==> config.mk <==
export PLATFORM = sky130hd
export DESIGN_NAME = heartbeat_failure_detector
export DESIGN_NICKNAME = d
export VERILOG_FILES = /design/src/rtl/hfd_pkg.sv /design/src/rtl/heartbeat_failure_detector.sv
export SDC_FILE = /design/constraint.sdc
export NUM_CORES = 1
export LEC_CHECK = 0
export ABC_AREA = 1
export BUFFER_PORTS_ARGS = -buffer_cell sky130_fd_sc_hd__buf_2
export CAP_MARGIN = 30
export CELL_PAD_IN_SITES_DETAIL_PLACEMENT = 0
export CELL_PAD_IN_SITES_GLOBAL_PLACEMENT = 1
export CORE_ASPECT_RATIO = 0.6
export CORE_MARGIN = 10
export CORE_UTILIZATION = 25
export CTS_CLUSTER_DIAMETER = 80
export DETAILED_ROUTE_END_ITERATION = 7
export PLACE_DENSITY_LB_ADDON = 0.1
export SYNTH_ARGS = -nofsm -noshare
export SYNTH_HDL_FRONTEND = slang
export SYNTH_SLANG_ARGS = --single-unit
==> constraint.sdc <==
create_clock -name clk -period 5 [get_ports clk]
set_input_delay 1 -clock clk [delete_from_list [all_inputs] [get_ports clk]]
set_output_delay 1 -clock clk [all_outputs]
set_load 0.01 [all_outputs]
==> src/rtl/hfd_pkg.sv <==
`timescale 1ns / 1ps
// hfd_pkg: shared types, codes and defaults for the heartbeat failure detector
// no dependencies; used by heartbeat_failure_detector

package hfd_pkg;

    // default sizes
    localparam int NUM_NODES_DEF   = 16;
    localparam int STAMP_WIDTH_DEF = 32;

    // field widths fixed by the interface
    localparam int OP_W      = 2;
    localparam int NODE_W    = 4;
    localparam int EVENT_W   = 2;
    localparam int MASK_W    = 16;
    localparam int TIMEOUT_W = 20;
    localparam int PHASE_W   = 16;
    localparam int CFG_IDX_W = 2;
    localparam int CFG_DATA_W = 20;

    // configuration register indexes
    localparam logic [CFG_IDX_W-1:0] CFG_PEER_MASK        = 2'd0;
    localparam logic [CFG_IDX_W-1:0] CFG_TIMEOUT_TICKS    = 2'd1;
    localparam logic [CFG_IDX_W-1:0] CFG_MONITOR_INTERVAL = 2'd2;
    localparam logic [CFG_IDX_W-1:0] CFG_SEND_INTERVAL    = 2'd3;

    // configuration reset values
    localparam logic [MASK_W-1:0]    PEER_MASK_RST        = 16'd0;
    localparam logic [TIMEOUT_W-1:0] TIMEOUT_TICKS_RST    = 20'd3000;
    localparam logic [PHASE_W-1:0]   MONITOR_INTERVAL_RST = 16'd1000;
    localparam logic [PHASE_W-1:0]   SEND_INTERVAL_RST    = 16'd1000;

    typedef enum logic [OP_W-1:0] {
        OP_START     = 2'd0,
        OP_HEARTBEAT = 2'd1,
        OP_TICK      = 2'd2,
        OP_QUERY     = 2'd3
    } hfd_op_t;

    typedef enum logic [EVENT_W-1:0] {
        EV_NONE      = 2'd0,
        EV_RECOVERED = 2'd1,
        EV_FAILED    = 2'd2
    } hfd_event_t;

    typedef enum logic [2:0] {
        ST_IDLE,
        ST_FILL,
        ST_SCAN,
        ST_TAIL,
        ST_FLUSH,
        ST_QUERY
    } hfd_state_t;

    typedef struct packed {
        logic [OP_W-1:0]   op;
        logic [NODE_W-1:0] node;
    } hfd_req_t;

    typedef struct packed {
        logic [EVENT_W-1:0] event_res;
        logic [NODE_W-1:0]  event_node;
        logic               node_alive;
        logic [MASK_W-1:0]  alive_mask;
        logic               send_beat;
        logic               last;
    } hfd_res_t;

endpackage

==> src/rtl/heartbeat_failure_detector.sv <==
`timescale 1ns / 1ps
// heartbeat_failure_detector: peer liveness watchdog, stamps kept in one memory
// depends on hfd_pkg

// usage
//   request channel: drive req and pulse start; a request is taken at an edge
//   with start high and busy low. busy is high for start, query and scan ticks.
//   result channel: done is high for exactly one cycle per result, with the
//   result on the result port; result.last marks the final result of a request.
//   the receiver cannot stall, so results are never held back.
//   config port: cfg_we/cfg_idx/cfg_wdata write one register per edge; write
//   only while the block is idle, the block itself does not enforce it.
// request flow
//   heartbeat: result registered at acceptance, busy stays low throughout.
//   query: one stamp read, then the result is registered in ST_QUERY.
//   start: ST_FILL restamps each peer-mask node, result at the end.
//   tick without scan: result registered directly. tick with scan: the stamp
//   memory is read one node per cycle in ST_SCAN, then ST_TAIL and ST_FLUSH,
//   with at most one failure result per cycle.
// reset
//   control state clears, config registers take defaults; the stamp memory is
//   not cleared, a node is stamped by the heartbeat or start fill that tracks it.

module heartbeat_failure_detector #(
    parameter int NUM_NODES   = hfd_pkg::NUM_NODES_DEF,
    parameter int STAMP_WIDTH = hfd_pkg::STAMP_WIDTH_DEF
) (
    input  logic                                 clk,
    input  logic                                 rst_n,
    input  logic                                 start,
    output logic                                 busy,
    input  hfd_pkg::hfd_req_t                    req,
    output logic                                 done,
    output hfd_pkg::hfd_res_t                    result,
    input  logic                                 cfg_we,
    input  logic [hfd_pkg::CFG_IDX_W-1:0]        cfg_idx,
    input  logic [hfd_pkg::CFG_DATA_W-1:0]       cfg_wdata
);

    import hfd_pkg::*;

    localparam int IDX_W      = (NUM_NODES > 1) ? $clog2(NUM_NODES) : 1;
    localparam int NODE_EXT_W = ((NODE_W > IDX_W) ? NODE_W : IDX_W) + 1;
    localparam int CMP_W      = (STAMP_WIDTH > TIMEOUT_W) ? STAMP_WIDTH : TIMEOUT_W;
    localparam logic [IDX_W-1:0] LAST_IDX = IDX_W'(NUM_NODES - 1);

    // configuration registers
    logic [MASK_W-1:0]    peer_mask_reg;
    logic [TIMEOUT_W-1:0] timeout_reg;
    logic [PHASE_W-1:0]   mon_int_reg;
    logic [PHASE_W-1:0]   send_int_reg;

    // control state
    hfd_state_t              state_reg, state_next;
    logic [STAMP_WIDTH-1:0]  time_reg, time_next;
    logic [NUM_NODES-1:0]    tracked_reg, tracked_next;
    logic [NUM_NODES-1:0]    alive_reg, alive_next;
    logic [PHASE_W-1:0]      mon_phase_reg, mon_phase_next;
    logic [PHASE_W-1:0]      send_phase_reg, send_phase_next;
    logic [IDX_W-1:0]        idx_reg, idx_next;
    logic                    beat_reg, beat_next;
    logic                    qry_ok_reg, qry_ok_next;

    // held failure, sent once the next one is found or the scan ends
    logic                    pend_vld_reg, pend_vld_next;
    logic [NODE_W-1:0]       pend_node_reg, pend_node_next;
    logic [MASK_W-1:0]       pend_mask_reg, pend_mask_next;

    // scan compare stage, aligned with the memory read data
    logic                    eval_vld_reg, eval_vld_next;
    logic [IDX_W-1:0]        eval_idx_reg, eval_idx_next;

    // result register
    logic                    res_vld_reg, res_vld_next;
    hfd_res_t                res_reg, res_next;

    // stamp memory
    logic [STAMP_WIDTH-1:0]  stamp_mem [NUM_NODES];
    logic [STAMP_WIDTH-1:0]  rdata_reg;
    logic                    wr_en;
    logic [IDX_W-1:0]        wr_addr;
    logic [STAMP_WIDTH-1:0]  wr_data;
    logic                    rd_en;
    logic [IDX_W-1:0]        rd_addr;

    // request decode
    logic                    accept;
    logic [NODE_EXT_W-1:0]   node_ext;
    logic                    node_ok;
    logic [IDX_W-1:0]        node_idx;
    logic [NUM_NODES-1:0]    peer_nodes;

    // age check on the stamp just read
    logic [STAMP_WIDTH-1:0]  age;
    logic                    expired;
    logic                    eval_fail;

    function automatic logic [MASK_W-1:0] to_mask(input logic [NUM_NODES-1:0] v);
        logic [NUM_NODES+MASK_W-1:0] p;
        p = {{MASK_W{1'b0}}, v};
        return p[MASK_W-1:0];
    endfunction

    function automatic logic [NUM_NODES-1:0] to_nodes(input logic [MASK_W-1:0] v);
        logic [NUM_NODES+MASK_W-1:0] p;
        p = {{NUM_NODES{1'b0}}, v};
        return p[NUM_NODES-1:0];
    endfunction

    function automatic logic [NODE_W-1:0] to_node(input logic [IDX_W-1:0] v);
        logic [NODE_W+IDX_W-1:0] p;
        p = {{NODE_W{1'b0}}, v};
        return p[NODE_W-1:0];
    endfunction

    function automatic hfd_res_t mk_res(
        input hfd_event_t        ev,
        input logic [NODE_W-1:0] nd,
        input logic              alive,
        input logic [MASK_W-1:0] mask,
        input logic              beat,
        input logic              last
    );
        hfd_res_t r;
        r.event_res  = ev;
        r.event_node = nd;
        r.node_alive = alive;
        r.alive_mask = mask;
        r.send_beat  = beat;
        r.last       = last;
        return r;
    endfunction

    assign busy   = (state_reg != ST_IDLE);
    assign accept = start && !busy;
    assign done   = res_vld_reg;
    assign result = res_reg;

    // node index, out-of-range nodes are ignored
    assign node_ext   = NODE_EXT_W'(req.node);
    assign node_ok    = (node_ext < NODE_EXT_W'(NUM_NODES));
    assign node_idx   = node_ext[IDX_W-1:0];
    assign peer_nodes = to_nodes(peer_mask_reg);

    // ages wrap with the tick counter
    assign age       = time_reg - rdata_reg;
    assign expired   = (CMP_W'(age) >= CMP_W'(timeout_reg));
    assign eval_fail = eval_vld_reg && tracked_reg[eval_idx_reg]
                       && alive_reg[eval_idx_reg] && expired;

    // configuration writes
    always_ff @(posedge clk or negedge rst_n)
    begin
        if (!rst_n)
        begin
            peer_mask_reg <= PEER_MASK_RST;
            timeout_reg   <= TIMEOUT_TICKS_RST;
            mon_int_reg   <= MONITOR_INTERVAL_RST;
            send_int_reg  <= SEND_INTERVAL_RST;
        end
        else if (cfg_we)
        begin
            unique case (cfg_idx)
                CFG_PEER_MASK:        peer_mask_reg <= cfg_wdata[MASK_W-1:0];
                CFG_TIMEOUT_TICKS:    timeout_reg   <= cfg_wdata[TIMEOUT_W-1:0];
                CFG_MONITOR_INTERVAL: mon_int_reg   <= cfg_wdata[PHASE_W-1:0];
                CFG_SEND_INTERVAL:    send_int_reg  <= cfg_wdata[PHASE_W-1:0];
                default:              ;
            endcase
        end
    end

    // stamp memory, one write and one registered read port
    always_ff @(posedge clk)
    begin
        if (wr_en)
        begin
            stamp_mem[wr_addr] <= wr_data;
        end
        if (rd_en)
        begin
            rdata_reg <= stamp_mem[rd_addr];
        end
    end

    // state register
    always_ff @(posedge clk or negedge rst_n)
    begin
        if (!rst_n)
        begin
            state_reg      <= ST_IDLE;
            time_reg       <= '0;
            tracked_reg    <= '0;
            alive_reg      <= '0;
            mon_phase_reg  <= '0;
            send_phase_reg <= '0;
            idx_reg        <= '0;
            beat_reg       <= 1'b0;
            qry_ok_reg     <= 1'b0;
            pend_vld_reg   <= 1'b0;
            eval_vld_reg   <= 1'b0;
            eval_idx_reg   <= '0;
            res_vld_reg    <= 1'b0;
        end
        else
        begin
            state_reg      <= state_next;
            time_reg       <= time_next;
            tracked_reg    <= tracked_next;
            alive_reg      <= alive_next;
            mon_phase_reg  <= mon_phase_next;
            send_phase_reg <= send_phase_next;
            idx_reg        <= idx_next;
            beat_reg       <= beat_next;
            qry_ok_reg     <= qry_ok_next;
            pend_vld_reg   <= pend_vld_next;
            eval_vld_reg   <= eval_vld_next;
            eval_idx_reg   <= eval_idx_next;
            res_vld_reg    <= res_vld_next;
        end
    end

    // payload registers
    always_ff @(posedge clk)
    begin
        pend_node_reg <= pend_node_next;
        pend_mask_reg <= pend_mask_next;
        res_reg       <= res_next;
    end

    // next state and datapath control
    always_comb
    begin
        logic [PHASE_W-1:0]   sp_inc;
        logic [PHASE_W-1:0]   mp_inc;
        logic                 beat_v;
        logic [NUM_NODES-1:0] bit_v;
        hfd_event_t           ev_v;

        state_next      = state_reg;
        time_next       = time_reg;
        tracked_next    = tracked_reg;
        alive_next      = alive_reg;
        mon_phase_next  = mon_phase_reg;
        send_phase_next = send_phase_reg;
        idx_next        = idx_reg;
        beat_next       = beat_reg;
        qry_ok_next     = qry_ok_reg;
        pend_vld_next   = pend_vld_reg;
        pend_node_next  = pend_node_reg;
        pend_mask_next  = pend_mask_reg;
        eval_vld_next   = 1'b0;
        eval_idx_next   = idx_reg;
        res_vld_next    = 1'b0;
        res_next        = res_reg;
        wr_en           = 1'b0;
        wr_addr         = idx_reg;
        wr_data         = time_reg;
        rd_en           = 1'b0;
        rd_addr         = idx_reg;
        sp_inc          = send_phase_reg + 1'b1;
        mp_inc          = mon_phase_reg + 1'b1;
        beat_v          = 1'b0;
        bit_v           = '0;
        ev_v            = EV_NONE;

        // scan compare: a new failure releases the one held before it
        if (eval_fail)
        begin
            bit_v                    = '0;
            bit_v[eval_idx_reg]      = 1'b1;
            alive_next               = alive_reg & ~bit_v;
            if (pend_vld_reg)
            begin
                res_vld_next = 1'b1;
                res_next     = mk_res(EV_FAILED, pend_node_reg, 1'b0, pend_mask_reg,
                                      beat_reg, 1'b0);
            end
            pend_vld_next  = 1'b1;
            pend_node_next = to_node(eval_idx_reg);
            pend_mask_next = to_mask(alive_next);
        end

        unique case (state_reg)
            ST_IDLE:
            begin
                if (accept)
                begin
                    unique case (hfd_op_t'(req.op))
                        OP_START:
                        begin
                            tracked_next    = tracked_reg | peer_nodes;
                            alive_next      = alive_reg | peer_nodes;
                            mon_phase_next  = '0;
                            send_phase_next = '0;
                            idx_next        = '0;
                            state_next      = ST_FILL;
                        end
                        OP_HEARTBEAT:
                        begin
                            if (node_ok)
                            begin
                                wr_en   = 1'b1;
                                wr_addr = node_idx;
                                if (tracked_reg[node_idx] && !alive_reg[node_idx])
                                begin
                                    ev_v = EV_RECOVERED;
                                end
                                tracked_next[node_idx] = 1'b1;
                                alive_next[node_idx]   = 1'b1;
                            end
                            res_vld_next = 1'b1;
                            res_next     = mk_res(ev_v,
                                                  (ev_v == EV_RECOVERED) ? req.node : '0,
                                                  1'b0, to_mask(alive_next), 1'b0, 1'b1);
                        end
                        OP_TICK:
                        begin
                            time_next = time_reg + 1'b1;
                            if (sp_inc >= send_int_reg)
                            begin
                                send_phase_next = '0;
                                beat_v          = 1'b1;
                            end
                            else
                            begin
                                send_phase_next = sp_inc;
                            end
                            beat_next = beat_v;
                            if (mp_inc >= mon_int_reg)
                            begin
                                mon_phase_next = '0;
                                idx_next       = '0;
                                pend_vld_next  = 1'b0;
                                state_next     = ST_SCAN;
                            end
                            else
                            begin
                                mon_phase_next = mp_inc;
                                res_vld_next   = 1'b1;
                                res_next       = mk_res(EV_NONE, '0, 1'b0,
                                                        to_mask(alive_reg), beat_v, 1'b1);
                            end
                        end
                        OP_QUERY:
                        begin
                            rd_en       = 1'b1;
                            rd_addr     = node_idx;
                            qry_ok_next = node_ok && tracked_reg[node_idx];
                            state_next  = ST_QUERY;
                        end
                        default:
                        begin
                            state_next = ST_IDLE;
                        end
                    endcase
                end
            end

            // restamp every node of the peer mask, one per cycle
            ST_FILL:
            begin
                wr_en   = peer_nodes[idx_reg];
                wr_addr = idx_reg;
                if (idx_reg == LAST_IDX)
                begin
                    res_vld_next = 1'b1;
                    res_next     = mk_res(EV_NONE, '0, 1'b0, to_mask(alive_reg),
                                          1'b0, 1'b1);
                    state_next   = ST_IDLE;
                end
                else
                begin
                    idx_next = idx_reg + 1'b1;
                end
            end

            // issue one stamp read per cycle, each compared in the cycle after
            ST_SCAN:
            begin
                rd_en         = 1'b1;
                rd_addr       = idx_reg;
                eval_vld_next = 1'b1;
                eval_idx_next = idx_reg;
                if (idx_reg == LAST_IDX)
                begin
                    state_next = ST_TAIL;
                end
                else
                begin
                    idx_next = idx_reg + 1'b1;
                end
            end

            // last node compares here
            ST_TAIL:
            begin
                state_next = ST_FLUSH;
            end

            // final result of the tick
            ST_FLUSH:
            begin
                res_vld_next = 1'b1;
                if (pend_vld_reg)
                begin
                    res_next = mk_res(EV_FAILED, pend_node_reg, 1'b0, pend_mask_reg,
                                      beat_reg, 1'b1);
                end
                else
                begin
                    res_next = mk_res(EV_NONE, '0, 1'b0, to_mask(alive_reg),
                                      beat_reg, 1'b1);
                end
                pend_vld_next = 1'b0;
                state_next    = ST_IDLE;
            end

            ST_QUERY:
            begin
                res_vld_next = 1'b1;
                res_next     = mk_res(EV_NONE, '0, qry_ok_reg && !expired,
                                      to_mask(alive_reg), 1'b0, 1'b1);
                state_next   = ST_IDLE;
            end

            default:
            begin
                state_next = ST_IDLE;
            end
        endcase
    end

endmodule

==> out/qor.txt, run 1 <==
Total power: 21.2 mW
CTS buffer count: 84
Design area: 43200 um^2
Final Cycle Share: 0.917
Cell Area, Synth: 36900 um^2
Crit path arrival time: 5230 ps
Clk root buf: clkbuf_16
Synth Flop Type: edfxtp_1
Worst vdd ir: 0.000277 V
Die span in y: 318 um
DRT Pass-1 Iters: 5
Clk Latency, worst-skew pair: 710 ps
Worst Path Max Fanout: 13
TritonCTS clock tree: done
Setup Skew: 26.8 ps
Max reg flops: 512
Fill cells: 15482
Total clock sinks: 769
First-pass GRT wire length: 192000 um
Async S/R FF share, synth: 0.234
Final Hold Vio Count: 0
Commonest non-fill, non-tap cell in the layout: nand2_1
Syn nets: 3972
Total track usage: 0.158
CORE AREA: 147000 um^2
Post-synthesis sequential area ratio: 0.595
Most frequent cells in the layout: 744 x nand2_1, 645 x inv_1, 564 x edfxtp_1, 303 x o21ai_0, 286 x a21oi_1
Routability Congestion: 0.825
Post-synth EDFFs: 564
Post-Synthesis Cells: 3847
Via-to-Cell Ratio: 4.56
Initial antenna violation count: 7
Worst EP required: 5640 ps
Static leakage: 17.9 nW
Startpoint Class: register
Tightest Pin Transition: 968 ps
RSZ-0062 raised after global routing: no
P&R area growth vs syn: 16.9%
Status: complete, no violations
YS warnings: 0
GRT overflow: 0
Synth cell types: 60
Crit Path Category: register to register
Fmax: 218 MHz
Via Count: 27186
Slew Limit Fails: 0
Share of post-route cells with drive strength above 1: 0.0959
Pin count of the biggest net entering global routing: 143
Fin nets: 4077
Power Density: 491 nW/um^2
DRT Wirelength: 132000 um
Die Wd: 516 um
# setup viols final: 0
Row Count: 109
Detail Route Antenna Nets: 0
I/O Buffers: 58
Die area: 164000 um^2
Starting density of the core: 0.251
Post-layout minimum cycle time: 4590 ps
#FFs+latches synth: 769
Final setup TNS: 0 ps
H-tree levels: 3
Ports: 59
Crit end category: register
Worst min-delay path category: primary input to async pin
Avg Cell Area, Syn: 9.60 um^2
Clock Path Buffers: 3
Drt wl/cell: 22.2 um
DRT iter0 DRCs: 2228
Clk slew on worst S/H paths: 70 ps
HPWL Detailed: 87200 um
Max-cap violation count: 0
Remaining DRCs: 0
Worst relative slew slack: 0.352
Placed inst area: 40400 um^2
Vias in the first global route: 25965
-- cell usage after synthesis, types with 19 or more instances --
| cell | number | area, um^2 |
|---|---|---|
| nand2_1 | 745 | 2800 |
| o211ai_1 | 117 | 878 |
| inv_1 | 646 | 2420 |
| nand3_1 | 263 | 1320 |
| dfxtp_1 | 25 | 500 |
| dfstp_2 | 19 | 499 |
| xor2_1 | 48 | 420 |
| nor3_1 | 23 | 115 |
| ha_1 | 92 | 1150 |
| edfxtp_1 | 564 | 16900 |
| buf_2 | 35 | 175 |
| o21ai_0 | 304 | 1520 |
| buf_1 | 21 | 78.8 |
| clkbuf_1 | 97 | 364 |
| nor2_1 | 171 | 642 |
| o22ai_1 | 57 | 357 |
| o21ai_1 | 24 | 120 |
| dfrtp_1 | 161 | 4030 |
| a21oi_1 | 287 | 1440 |
-- where the power goes --
part | total, mW | switching [mW] | internal, mW
sequential | 8.16 | 0.497 | 7.67
clock | 6.36 | 2.85 | 3.51
combinational | 6.69 | 4.72 | 1.97
total | 21.2 | 8.07 | 13.1
-- what timing repair did --
action                                 CTS  global route
endpoints found under the hold margin    0             0
setup endpoints to repair                0            42
hold buffers                             0             0
buffers inserted                         0             2
gates resized for setup                  0            11
-- metal layers --
metal,vias up,global-route usage,part of all wire
met5,-,0,0
met4,0,0.0231,0.012
met3,107,0.0338,0.058
met2,590,0.202,0.37
met1,13290,0.265,0.56
li1,13199,-,-
-- worst max-delay path, cell delays in order (launching register included) --
cell	delay, ps
edfxtp_1	360
inv_1	190
ha_1	340
nand2_1	190
inv_1	60
nand2_1	60
nand2_1	120
a21oi_1	140
nand2_1	170
a31oi_1	330
xnor2_1	200
ha_1	280
a21oi_1	150
nor2_1	60
a211oi_1	260
nand2_1	90
nor2_1	100
nand3_1	80
nor2_1	90
nand2_1	240
nand2_2	280
buf_4	290
nand2_1	100
nand3_1	80
nand2_1	70
nand2_1	80
nand2_1	50
nand3_1	70
-- through the flow --
step,worst slack [ps],utilization,hold slack [ps],std cells
floorplan,607,-,376,3847
global placement,236,0.274,454,5802
detailed placement,181,0.275,450,5806
CTS,141,0.293,197,5956
global route,30.5,0.294,206,5959
finish,413,0.294,222,5960
-- kinds of logic after synthesis --
group           share of synthesized area
buf+inv                            0.0851
mux                              0.000271
simple gates                        0.144
fa+ha+maj                          0.0317
compound gates                      0.129
xor+xnor                           0.0152
flops                               0.595
-- final cells by class --
class	count	area, um^2	share of cell area
flip-flops and latches	769	22000	0.509
multi-input cells	2255	12000	0.278
inverters	668	2520	0.0584
well taps	1942	2430	0.0563
clock buffers	102	2180	0.0505
repair buffers	174	1540	0.0358
clock inverters	48	512	0.0119
diodes	2	5.00	0.000116
-- path summary, 6_finish.rpt --
check / cells past startpoint / startpoint / slack, ps / endpoint
max reg2reg: 27 / rdata_reg[8]$_DFFE_PP_ / 410 / result[16]$_DFF_P_
max in group asynchronous: 2 / rst_n / 3800 / mon_int_reg[9]$_DFFE_PN1P_
max: 27 / rdata_reg[8]$_DFFE_PP_ / 410 / result[16]$_DFF_P_
min in group clk: 2 / tracked_reg[9]$_DFFE_PN0P_ / 470 / tracked_reg[9]$_DFFE_PN0P_
min: 1 / rst_n / 220 / alive_reg[9]$_DFF_PN0_
min reg2reg: 2 / tracked_reg[9]$_DFFE_PN0P_ / 470 / tracked_reg[9]$_DFFE_PN0P_
Power figures use the tool's default switching activity.
==> run 2: changes to the inputs <==
Settings changed: CORE_UTILIZATION 25 to 50.
==> run 2 against run 1 <==
Total power is 5.1% lower; worst setup slack improved by 190 ps; sequential cell count stayed put; utilization increased by 27 points; critical endpoint is now result[21]$_DFF_P_.
==> out/qor.txt, run 2 (synthesis gave the netlist of run 1 again) <==
Crit. Startpoint: mon_phase_reg[2]$_DFFE_PN0P_ (was rdata_reg[8]$_DFFE_PP_)
Clk Latency, worst-skew pair: 650 ps (was 710 ps)
I/O Buffers: 58 (unchanged)
First-pass GRT wire length: 163000 um (was 192000 um)
Detail Route Antenna Nets: 0 (unchanged)
Power Density: 487 nW/um^2 (was 491 nW/um^2)
Row Count: 77 (was 109)
Vias in the first global route: 25845 (was 25965)
Fmax: 228 MHz (was 218 MHz)
Drt wl/cell: 21.9 um (was 22.2 um)
Worst relative slew slack: 0.301 (was 0.352)
Static leakage: 17.6 nW (was 17.9 nW)
M1 GR Usage: 0.394 (was 0.265)
Die Wd: 371 um (was 516 um)
Remaining DRCs: 0 (unchanged)
Worst vdd ir: 0.000316 V (was 0.000277 V)
Startpoint Class: register (unchanged)
H-tree levels: 3 (unchanged)
DRT iter0 DRCs: 3138 (was 2228)
Die span in y: 230 um (was 318 um)
Worst min-delay path category: primary input to async pin (unchanged)
Hold_buf cts: 0 (unchanged)
Clk slew on worst S/H paths: 60 ps (was 70 ps)
CTS buffer count: 74 (was 84)
RSZ-0062 raised after global routing: no (unchanged)
Crit path arrival time: 4970 ps (was 5230 ps)
Routability Congestion: 0.950 (was 0.825)
Ports: 59 (unchanged)
Most Crowded Layer GR: met1 (unchanged)
Worst Path Max Fanout: 20 (was 13)
TritonCTS clock tree: done (unchanged)
Starting density of the core: 0.503 (was 0.251)
Worst EP required: 5570 ps (was 5640 ps)
Clk root buf: clkbuf_16 (unchanged)
Initial antenna violation count: 5 (was 7)
Total power: 20.1 mW (was 21.2 mW)
Most frequent cells in the layout: 745 x nand2_1, 646 x inv_1, 564 x edfxtp_1, 303 x o21ai_0, 286 x a21oi_1 (was 744 x nand2_1, 645 x inv_1, 564 x edfxtp_1, 303 x o21ai_0, 286 x a21oi_1)
Share of post-route cells with drive strength above 1: 0.0846 (was 0.0959)
Status: complete, no violations (unchanged)
Via-to-Cell Ratio: 5.63 (was 4.56)
Launching point of the worst reg2reg path: mon_phase_reg[2]$_DFFE_PN0P_ (was rdata_reg[8]$_DFFE_PP_)
Final Hold Vio Count: 0 (unchanged)
Tightest Pin Transition: 1040 ps (was 968 ps)
Total clock sinks: 769 (unchanged)
Final Cycle Share: 0.879 (was 0.917)
CORE AREA: 73400 um^2 (was 147000 um^2)
Total track usage: 0.251 (was 0.158)
P&R area growth vs syn: 12.0% (was 16.9%)
Met2 usage: 0.338 (was 0.202)
Crit Path Category: register to register (unchanged)
Commonest non-fill, non-tap cell in the layout: nand2_1 (unchanged)
Post-layout minimum cycle time: 4390 ps (was 4590 ps)
Final setup TNS: 0 ps (unchanged)
HPWL Detailed: 71200 um (was 87200 um)
Placed inst area: 38900 um^2 (was 40400 um^2)
Setup Skew: 31.0 ps (was 26.8 ps)
DRT Wirelength: 109000 um (was 132000 um)
Max reg flops: 512 (unchanged)
Met3 Use GR: 0.0689 (was 0.0338)
GRT overflow: 0 (unchanged)
Design area: 41300 um^2 (was 43200 um^2)
Max-cap violation count: 0 (unchanged)
Via Count: 27942 (was 27186)
# setup viols final: 0 (unchanged)
DRT Pass-1 Iters: 7 (was 5)
Fin nets: 4038 (was 4077)
Crit end category: register (unchanged)
Clock Path Buffers: 3 (unchanged)
Post-CTS sizing: 0 (unchanged)
Number of setup buffers added after CTS: 0 (unchanged)
Pin count of the biggest net entering global routing: 137 (was 143)
Slew Limit Fails: 0 (unchanged)
Die area: 85500 um^2 (was 164000 um^2)
[run 2: worst paths after layout]
kind                                              endpoint  slack, ps  cells past startpoint
worst min-delay path               alive_reg[14]$_DFF_PN0_        320                      1
max in group asynchronous       mon_int_reg[3]$_DFFE_PN1P_       3560                      2
min in group clk                 eval_idx_reg[3]$_DFF_PN0_        480                      0
worst max register to register          result[21]$_DFF_P_        610                     23
worst min register to register   eval_idx_reg[3]$_DFF_PN0_        480                      0
worst max-delay path                    result[21]$_DFF_P_        610                     23
[run 2: per-stage QoR]
stage	util	hold slack [ps]	setup slack, ps	cells
3_5_place_dp	0.529	455	474	4822
4_1_cts	0.562	353	456	4958
5_1_grt	0.563	365	72.1	4960
2_1_floorplan	-	376	607	3847
3_3_place_gp	0.529	444	574	4821
6_report	0.563	322	607	4961
[run 2: routing by layer]
metal / up-vias / share of wire / wire, um
met1: 13470 / 0.48 / 52200
li1: 13105 / - / -
met4: 0 / 0.018 / 1960
met5: - / 0 / 0
met2: 1212 / 0.40 / 43000
met3: 155 / 0.11 / 11700
[run 2: area by class of cell]
type,instances,area (um^2)
clock inverters,39,445
clock buffers,97,1980
inverters,668,2520
well taps,987,1230
fillers,6410,32100
multi-input cells,2255,12000
diodes,1,2.50
repair buffers,145,1230
flip-flops and latches,769,22000
[run 2: power by group]
part	internal [mW]	switching [mW]	leakage (nW)
combinational	1.91	4.37	9.81
sequential	7.67	0.475	6.57
clock	3.15	2.54	1.17
total	12.7	7.39	17.6
[run 2: critical path, stage by stage (launching register included)]
cell and delay [ps]:
dfrtp_1 380, inv_1 80, nor3_2 220, inv_1 80
nor3_2 150, inv_1 70, nor3_2 210, nand4_1 200
nor2_1 180, nand2_1 100, nor2_1 160, nand2_1 100
xor2_1 190, inv_1 70, ha_1 310, nand4_1 130
nor3_1 320, a21boi_0 160, nand2_1 190, a21oi_1 110
o211ai_1 200, buf_4 370, inv_1 150, o21bai_1 190
